[src/rtl/slle_pkg.sv]
// Shared types and codes for the static linked list engine.
// Used by the engine module in this folder; depends on nothing.
`timescale 1ns / 1ps
`default_nettype none
package slle_pkg;

  typedef enum logic [2:0] {
    CMD_ADD_FIRST = 3'd0,
    CMD_ADD_AFTER = 3'd1,
    CMD_ADD_LAST  = 3'd2,
    CMD_DEL_FIRST = 3'd3,
    CMD_DEL_AFTER = 3'd4,
    CMD_DEL_LAST  = 3'd5,
    CMD_DEL_ALL   = 3'd6,
    CMD_WALK      = 3'd7
  } cmd_t;

  typedef enum logic [1:0] {
    ST_OK     = 2'd0,
    ST_FULL   = 2'd1,
    ST_EMPTY  = 2'd2,
    ST_BADPOS = 2'd3
  } status_t;

  typedef enum logic [3:0] {
    S_IDLE,
    S_CHECK,
    S_INS_A,
    S_INS_B,
    S_TRAV,
    S_DEL_HEAD,
    S_DA_A,
    S_DA_B,
    S_WALK
  } state_t;

  localparam int MAX_RESULTS = 16;

  typedef struct packed {
    cmd_t        command;
    logic [3:0]  position;
    logic [31:0] brand_word;
    logic [31:0] color_word;
    logic [31:0] size_word;
  } in_word_t;

  typedef struct packed {
    status_t     status;
    logic [4:0]  element_count;
    logic [3:0]  slot;
    logic [31:0] out_brand;
    logic [31:0] out_color;
    logic [31:0] out_size;
    logic        last;
  } out_word_t;

endpackage
`default_nettype wire

[src/rtl/slle_mem.sv]
// Simple dual-port synchronous memory with a registered read port.
// Holds the link words and the payload words; depends on no package.
`timescale 1ns / 1ps
`default_nettype none
module slle_mem #(
  parameter int DEPTH = 16,
  parameter int WIDTH = 8
) (
  input  wire logic                     clk,
  input  wire logic                     we,
  input  wire logic [$clog2(DEPTH)-1:0] waddr,
  input  wire logic [WIDTH-1:0]         wdata,
  input  wire logic [$clog2(DEPTH)-1:0] raddr,
  output logic      [WIDTH-1:0]         rdata
);

  logic [WIDTH-1:0] mem [DEPTH];

  always_ff @(posedge clk) begin
    if (we) begin
      mem[waddr] <= wdata;
    end
  end

  always_ff @(posedge clk) begin
    rdata <= mem[raddr];
  end

endmodule
`default_nettype wire

[src/rtl/slle_free_find.sv]
// Registered lowest-free-slot finder over the slot used bits.
// Depends on no package.
`timescale 1ns / 1ps
`default_nettype none
module slle_free_find #(
  parameter int ENTRIES = 16
) (
  input  wire logic                       clk,
  input  wire logic                       rst,
  input  wire logic [ENTRIES-1:0]         used,
  output logic      [$clog2(ENTRIES)-1:0] free_slot
);

  localparam int IW = $clog2(ENTRIES);

  logic [IW-1:0] free_next;

  always_comb begin
    free_next = '0;
    for (int i = ENTRIES - 1; i >= 0; i--) begin
      if (!used[i]) begin
        free_next = IW'(i);
      end
    end
  end

  always_ff @(posedge clk) begin
    if (rst) begin
      free_slot <= '0;
    end else begin
      free_slot <= free_next;
    end
  end

endmodule
`default_nettype wire

[src/rtl/static_linked_list_engine.sv]
// Static linked list engine: sequencer around the link and payload memories.
// Depends on slle_pkg, slle_mem and slle_free_find.
// The result strobe is registered. Words settled at the check (add_first, add_last to an empty
// list, full, empty, bad position, del_all) strobe from S_CHECK; del_first goes on to S_DEL_HEAD,
// add_after to S_INS_A and S_INS_B, del_after to S_DA_A (bad position at the tail) and S_DA_B,
// add_last hops the list in S_TRAV and then goes to S_INS_A and S_INS_B, del_last hops it in
// S_TRAV; walk strobes one word a cycle from S_WALK, at most 16 words. Busy drops with the final
// strobe, so the next word goes in after it. The receiver cannot stall, so nothing else waits.
// Reset is synchronous and empties the list; links and payload stay unwritten.
`timescale 1ns / 1ps
`default_nettype none
module static_linked_list_engine #(
  parameter int ENTRIES       = 16,
  parameter int PAYLOAD_WIDTH = 32
) (
  input  wire logic               clk,
  input  wire logic               rst,
  input  wire logic               start,
  output logic                    busy,
  input  wire slle_pkg::in_word_t request,
  output logic                    valid,
  output slle_pkg::out_word_t     result
);

  localparam int IW = $clog2(ENTRIES);
  localparam int CW = $clog2(ENTRIES + 1);
  localparam int LW = IW + 1;
  localparam int PW = PAYLOAD_WIDTH;

  slle_pkg::state_t    state, state_next;
  slle_pkg::in_word_t  req;
  slle_pkg::out_word_t result_next;
  logic                valid_next;
  logic [IW-1:0]       cur, cur_next, prev, prev_next, head, head_next;
  logic [CW-1:0]       count, count_next;
  logic [3:0]          k, k_next;
  logic [ENTRIES-1:0]  used, used_next;
  logic [IW-1:0]       free_slot;

  logic          link_we;
  logic [IW-1:0] link_waddr, link_raddr;
  logic [LW-1:0] link_wdata, link_q;
  logic            pay_we;
  logic [IW-1:0]   pay_raddr;
  logic [3*PW-1:0] pay_q, pay_wdata;

  logic          full, empty, pos_ok, walk_fin;
  logic [IW-1:0] pidx;

  slle_mem #(.DEPTH(ENTRIES), .WIDTH(LW)) u_link (
    .clk(clk), .we(link_we), .waddr(link_waddr), .wdata(link_wdata),
    .raddr(link_raddr), .rdata(link_q)
  );

  slle_mem #(.DEPTH(ENTRIES), .WIDTH(3 * PW)) u_pay (
    .clk(clk), .we(pay_we), .waddr(free_slot), .wdata(pay_wdata),
    .raddr(pay_raddr), .rdata(pay_q)
  );

  slle_free_find #(.ENTRIES(ENTRIES)) u_free (
    .clk(clk), .rst(rst), .used(used), .free_slot(free_slot)
  );

  assign busy      = (state != slle_pkg::S_IDLE);
  assign full      = (count == CW'(ENTRIES));
  assign empty     = (count == '0);
  assign pidx      = IW'(req.position);
  assign pos_ok    = (32'(req.position) < ENTRIES) && used[pidx];
  assign pay_wdata = {PW'(req.brand_word), PW'(req.color_word), PW'(req.size_word)};
  assign walk_fin  = link_q[IW] || ((32'(k) + 32'd1) >= 32'(count))
                     || ((32'(k) + 32'd1) == slle_pkg::MAX_RESULTS);

  always_comb begin
    state_next = state;
    case (state)
      slle_pkg::S_IDLE: begin
        if (start) state_next = slle_pkg::S_CHECK;
      end
      slle_pkg::S_CHECK: begin
        state_next = slle_pkg::S_IDLE;
        case (req.command)
          slle_pkg::CMD_ADD_FIRST, slle_pkg::CMD_ADD_LAST: begin
            if (!full && req.command == slle_pkg::CMD_ADD_LAST && !empty) begin
              state_next = slle_pkg::S_TRAV;
            end
          end
          slle_pkg::CMD_ADD_AFTER: begin
            if (!full && pos_ok) state_next = slle_pkg::S_INS_A;
          end
          slle_pkg::CMD_DEL_FIRST, slle_pkg::CMD_DEL_LAST: begin
            if (!empty) begin
              if (req.command == slle_pkg::CMD_DEL_FIRST || count == CW'(1)) begin
                state_next = slle_pkg::S_DEL_HEAD;
              end else begin
                state_next = slle_pkg::S_TRAV;
              end
            end
          end
          slle_pkg::CMD_DEL_AFTER: begin
            if (!empty && pos_ok) state_next = slle_pkg::S_DA_A;
          end
          slle_pkg::CMD_WALK: begin
            if (!empty) state_next = slle_pkg::S_WALK;
          end
          default: state_next = slle_pkg::S_IDLE;
        endcase
      end
      slle_pkg::S_INS_A: state_next = slle_pkg::S_INS_B;
      slle_pkg::S_TRAV: begin
        if (link_q[IW]) begin
          state_next = (req.command == slle_pkg::CMD_ADD_LAST) ? slle_pkg::S_INS_A
                                                               : slle_pkg::S_IDLE;
        end
      end
      slle_pkg::S_DA_A: begin
        state_next = link_q[IW] ? slle_pkg::S_IDLE : slle_pkg::S_DA_B;
      end
      slle_pkg::S_WALK: begin
        if (walk_fin) state_next = slle_pkg::S_IDLE;
      end
      default: state_next = slle_pkg::S_IDLE;
    endcase
  end

  always_comb begin
    cur_next    = cur;
    prev_next   = prev;
    head_next   = head;
    count_next  = count;
    k_next      = k;
    used_next   = used;
    valid_next  = 1'b0;
    result_next = '0;
    link_we     = 1'b0;
    link_waddr  = free_slot;
    link_wdata  = link_q;
    link_raddr  = cur;
    pay_we      = 1'b0;
    pay_raddr   = cur;
    result_next.status = slle_pkg::ST_OK;
    result_next.last   = 1'b1;
    case (state)
      slle_pkg::S_CHECK: begin
        valid_next = 1'b1;
        case (req.command)
          slle_pkg::CMD_ADD_FIRST, slle_pkg::CMD_ADD_LAST, slle_pkg::CMD_ADD_AFTER: begin
            if (full) begin
              result_next.status = slle_pkg::ST_FULL;
            end else if (req.command == slle_pkg::CMD_ADD_AFTER) begin
              if (!pos_ok) begin
                result_next.status = slle_pkg::ST_BADPOS;
              end else begin
                valid_next = 1'b0;
                cur_next   = pidx;
                link_raddr = pidx;
              end
            end else if (req.command == slle_pkg::CMD_ADD_FIRST || empty) begin
              link_we    = 1'b1;
              link_wdata = empty ? {1'b1, IW'(0)} : {1'b0, head};
              pay_we     = 1'b1;
              used_next[free_slot] = 1'b1;
              count_next = count + CW'(1);
              head_next  = free_slot;
              result_next.slot = 4'(free_slot);
            end else begin
              valid_next = 1'b0;
              cur_next   = head;
              prev_next  = head;
              link_raddr = head;
            end
          end
          slle_pkg::CMD_DEL_FIRST, slle_pkg::CMD_DEL_LAST: begin
            if (empty) begin
              result_next.status = slle_pkg::ST_EMPTY;
            end else begin
              valid_next = 1'b0;
              cur_next   = head;
              prev_next  = head;
              link_raddr = head;
            end
          end
          slle_pkg::CMD_DEL_AFTER: begin
            if (empty) begin
              result_next.status = slle_pkg::ST_EMPTY;
            end else if (!pos_ok) begin
              result_next.status = slle_pkg::ST_BADPOS;
            end else begin
              valid_next = 1'b0;
              cur_next   = pidx;
              link_raddr = pidx;
            end
          end
          slle_pkg::CMD_DEL_ALL: begin
            used_next  = '0;
            count_next = '0;
          end
          slle_pkg::CMD_WALK: begin
            if (empty) begin
              result_next.status = slle_pkg::ST_EMPTY;
            end else begin
              valid_next = 1'b0;
              cur_next   = head;
              k_next     = '0;
              link_raddr = head;
              pay_raddr  = head;
            end
          end
          default: valid_next = 1'b0;
        endcase
      end
      slle_pkg::S_INS_A: begin
        link_we    = 1'b1;
        link_waddr = free_slot;
        link_wdata = link_q;
      end
      slle_pkg::S_INS_B: begin
        link_we    = 1'b1;
        link_waddr = cur;
        link_wdata = {1'b0, free_slot};
        pay_we     = 1'b1;
        used_next[free_slot] = 1'b1;
        count_next = count + CW'(1);
        valid_next = 1'b1;
        result_next.slot = 4'(free_slot);
      end
      slle_pkg::S_TRAV: begin
        if (link_q[IW]) begin
          if (req.command != slle_pkg::CMD_ADD_LAST) begin
            link_we    = 1'b1;
            link_waddr = prev;
            link_wdata = link_q;
            used_next[cur] = 1'b0;
            count_next = count - CW'(1);
            valid_next = 1'b1;
          end
        end else begin
          prev_next  = cur;
          cur_next   = link_q[IW-1:0];
          link_raddr = link_q[IW-1:0];
        end
      end
      slle_pkg::S_DEL_HEAD: begin
        if (count > CW'(1)) head_next = link_q[IW-1:0];
        used_next[cur] = 1'b0;
        count_next = count - CW'(1);
        valid_next = 1'b1;
      end
      slle_pkg::S_DA_A: begin
        if (link_q[IW]) begin
          valid_next = 1'b1;
          result_next.status = slle_pkg::ST_BADPOS;
        end else begin
          prev_next  = link_q[IW-1:0];
          link_raddr = link_q[IW-1:0];
        end
      end
      slle_pkg::S_DA_B: begin
        link_we    = 1'b1;
        link_waddr = cur;
        link_wdata = link_q;
        used_next[prev] = 1'b0;
        count_next = count - CW'(1);
        valid_next = 1'b1;
      end
      slle_pkg::S_WALK: begin
        valid_next = 1'b1;
        result_next.slot      = 4'(cur);
        result_next.out_brand = 32'(pay_q[3*PW-1 -: PW]);
        result_next.out_color = 32'(pay_q[2*PW-1 -: PW]);
        result_next.out_size  = 32'(pay_q[PW-1:0]);
        result_next.last      = walk_fin;
        if (!walk_fin) begin
          cur_next   = link_q[IW-1:0];
          k_next     = k + 4'd1;
          link_raddr = link_q[IW-1:0];
          pay_raddr  = link_q[IW-1:0];
        end
      end
      default: begin
      end
    endcase
    result_next.element_count = 5'(count_next);
  end

  always_ff @(posedge clk) begin
    if (rst) begin
      state <= slle_pkg::S_IDLE;
      head  <= '0;
      count <= '0;
      used  <= '0;
      valid <= 1'b0;
    end else begin
      state <= state_next;
      head  <= head_next;
      count <= count_next;
      used  <= used_next;
      valid <= valid_next;
    end
  end

  always_ff @(posedge clk) begin
    if (start && !busy) req <= request;
    cur    <= cur_next;
    prev   <= prev_next;
    k      <= k_next;
    result <= result_next;
  end

endmodule
`default_nettype wire

[config.mk]
export PLATFORM = sky130hd
export DESIGN_NAME = static_linked_list_engine
export DESIGN_NICKNAME = d
export VERILOG_FILES = /design/src/rtl/slle_pkg.sv /design/src/rtl/slle_mem.sv /design/src/rtl/slle_free_find.sv /design/src/rtl/static_linked_list_engine.sv
export SDC_FILE = /design/constraint.sdc
export NUM_CORES = 2
export LEC_CHECK = 0
export BUFFER_PORTS_ARGS = -buffer_cell sky130_fd_sc_hd__buf_2
export CAP_MARGIN = 20
export CORE_MARGIN = 4
export CORE_UTILIZATION = 56
export CTS_BUF_LIST = sky130_fd_sc_hd__clkbuf_8 sky130_fd_sc_hd__clkbuf_16
export DETAILED_ROUTE_END_ITERATION = 12
export PLACE_DENSITY = 0.78
export RECOVER_POWER = 50
export SKIP_CTS_REPAIR_TIMING = 1
export SYNTH_ARGS = -nofsm -noshare
export SYNTH_HDL_FRONTEND = slang
export SYNTH_SLANG_ARGS = --single-unit
[constraint.sdc]
create_clock -name clk -period 11 [get_ports clk]
set_clock_uncertainty 0.2 [all_clocks]
set_input_delay 0.55 -clock clk [delete_from_list [all_inputs] [get_ports clk]]
set_output_delay 0.55 -clock clk [all_outputs]
set_load 0.1 [all_outputs]
==> run metrics <==
status=finished with violations; failing checks=max-capacitance violations, max-slew violations; Mapped Cells=roughly 5300; dpl hpwl=90060 um; final setup fails=0; crit-path max FO=40; Mapped Area=between 70000 and 80000 um^2; DRT iter0 DRCs=5930; most frequent cell on the critical path=clkbuf_1; Layout fillers=9120; Synth warnings=0; RSZ-0062 raised after global routing=false; max cap viols=4; pin count of the biggest net entering global routing=~250; clock slew at reported path FFs=0.06 ns; CTS tree=built; FP Rows=134; crit end category=flip-flop; Post-Syn Area per Cell=14.34 um^2; clock share of power=around two fifths; total die area=141200 um^2; Leakage=27.84 nW; Synth cell types=68; worst path cell trace=clkbuf_1 -> nor2_1 -> and3_1 -> clkbuf_1 -> buf_4; asr flop ratio synth=0%; Clock Latency Late Sink=0.82 ns; Setup TNS=0 ns; PwrDens=189.2 nW/um^2; CTS buffer count=~190; r2r setup slk=3.73 ns; worst min-delay path class=flip-flop to flip-flop; port bufs=215; Max stage delay on crit path=between 2 and 2.5 ns; Post-Syn Nets=5398; CP Class=flip-flop to flip-flop; GR Util All Layers=between 20 and 30%; dominant synthesized flop cell=edfxtp_1; Total Wirelength=roughly 180000 um; Initial DRT Pass Iterations=7; Worst Path Required=11.22 ns; Worst Setup Start Kind=flip-flop; nets@finish=5604; Slew Viols, Final=approximately 120; Gate power share=7.1%; maximum root-to-sink buffer count=3; post-route ant nets=0; grt ovf=0; Crit-path slowest cell=clkbuf_1; initial antenna violation count=14; CTS H-tree depth=4; CTS root buf=clkbuf_16; vias=46330; CORE AREA=approximately 130000 um^2; slack of the critical path=3.726 ns; Starting Density=a little under three fifths; Internal Power=~0.013 W; layout cells sized above 1=8.019%; Slew headroom=-121.9%; peak supply drop=167.9 uV; Tmin final=~7.3 ns; switching share of power=roughly 23%; vias in the first global route=about 44000; utilization after layout=63.83%; WP buf/inv=3; final hold violation count=0; Design Area, Final=85500 um^2; Placed Area=78270 um^2; # DRC=0; crit share post-route=66.13%; Psw=0.003672 W; family with the most delay on the worst path=buffers and inverters; drt wl/cell=~25 um; synthesized flop and latch total=1974; first-pass GRT wire length=270800 um; I/O pin total=216; number of synthesized flops with an enable pin=1731; die width=375.7 um; GPL Wtd Cong=0.9256; dpl ws=roughly 5.2 ns; Seq pwr share=52.6%; Critical Path AT=7.50 ns; Worst Max-Slew Pin Slew=3.329 ns; Layout area overhead=12.90%; clock sink total=1974; chip height=375.7 um; fmax=137.5 MHz; via/cell ratio=6.241; sequential share of the synthesized area=between 70% and 80%
[power groups by stage]
stage / clock network, W / logic, W / registers (W)
after floorplan: 0 / 0.000831 / 0.00858
after global placement: 0 / 0.00106 / 0.00865
after detailed placement: 0 / 0.00109 / 0.00866
after CTS: 0.00661 / 0.00110 / 0.00850
after global routing: 0.00694 / 0.00125 / 0.00852
final: 0.00653 / 0.00114 / 0.00850
[Yosys cell counts, types with 84 or more instances]
master | n | area (um^2)
nand2_1 | 854 | 3206
clkbuf_1 | 256 | 960.9
a21oi_1 | 240 | 1201
dfxtp_1 | 243 | 4865
edfxtp_1 | 1731 | 51980
nor2_1 | 89 | 334.1
a31oi_1 | 203 | 1270
a211oi_1 | 490 | 3679
mux2i_1 | 84 | 840.8
and2_1 | 326 | 2039
a311oi_1 | 200 | 1752
and2_0 | 165 | 1032
[kinds of logic after synthesis]
group / after synthesis / share of synthesized area [%]
adder cells (fa/ha/maj): 11 / 0.1817
flip-flops: 1974 / 75.06
multiplexers: 87 / 1.170
AO/OA/AOI/OAI: 1268 / 11.70
XOR/XNOR: 4 / 0.04627
buffers and inverters: 401 / 2.303
AND/OR/NAND/NOR: 1536 / 9.539
[through the flow]
| stage | instances | total power, W | hold slack [ns] |
|---|---|---|---|
| after CTS | 7309 | 0.01621 | -0.3622 |
| after detailed placement | 6958 | 0.009749 | 0.2166 |
| after global placement | 6958 | 0.009706 | 0.2097 |
| final | 7423 | 0.01618 | 0.2274 |
| after floorplan | 5281 | 0.009407 | 0.2057 |
| after global routing | 7417 | 0.01671 | 0.1516 |
[worst paths after layout]
| kind | cells past startpoint | start | end |
|---|---|---|---|
| min reg2reg | 1 | u_pay.rdata[95]$_DFF_P_ | result[96]$_SDFF_PN0_ |
| max | 5 | state[1]$_SDFFE_PP0P_ | pay_wdata[62]$_DFFE_PP_ |
| min | 1 | u_pay.rdata[95]$_DFF_P_ | result[96]$_SDFF_PN0_ |
| max reg2reg | 5 | state[1]$_SDFFE_PP0P_ | pay_wdata[62]$_DFFE_PP_ |
[cells in the final DEF (no fill, tap or decap), types with 10 or more instances in the layout]
master / n
nor3_1: 18
and2_0: 199
a211oi_1: 490
clkinv_1: 13
nand2b_1: 11
nand2_1: 854
and2_1: 292
mux2i_1: 84
dfxtp_1: 243
o21ai_0: 44
clkbuf_1: 163
nand3_1: 25
o22ai_1: 14
inv_1: 74
nor2_1: 81
clkbuf_16: 194
dlygate4sd3_1: 104
clkbuf_8: 20
a311oi_1: 200
a21oi_1: 239
clkinv_2: 28
ha_1: 11
buf_12: 13
edfxtp_1: 1731
nor2_4: 10
a22oi_1: 10
buf_4: 61
bufinv_16: 19
buf_2: 57
a31oi_1: 202
[sequential cells by signal, summed over array words and instances, names as in the netlist]
name              flops
k                     4
u_link.rdata          5
req                   3
count                 5
u_link.mem           80
state                 4
head                  4
u_pay.rdata          96
pay_wdata            96
u_free.free_slot      4
cur                   4
valid                 1
pidx                  4
prev                  4
u_pay.mem          1536
result              108
used                 16
[layer usage]
layer,GRT usage [%],wire (um),part of all wire (%),vias to the layer above
met4,8.042,4932,2.7,4
met3,4.558,18210,9.9,360
met2,40.57,88090,48,2533
met5,0,26,0.014,-
met1,35.25,71840,39,22870
li1,-,-,-,20560
[cell type report]
cell class              instances  area (um^2)  area share, %
inverters                      19        71.32        0.08341
multi-input cells            2906        17310          20.25
flip-flops and latches       1974        56840          66.48
diodes                          6        15.01        0.01756
clock buffers                 214         5130          6.000
well taps                    1768         2212          2.587
repair buffers                399         2684          3.139
clock inverters               137         1231          1.440
No activity file was read; power rests on OpenSTA's default activity.
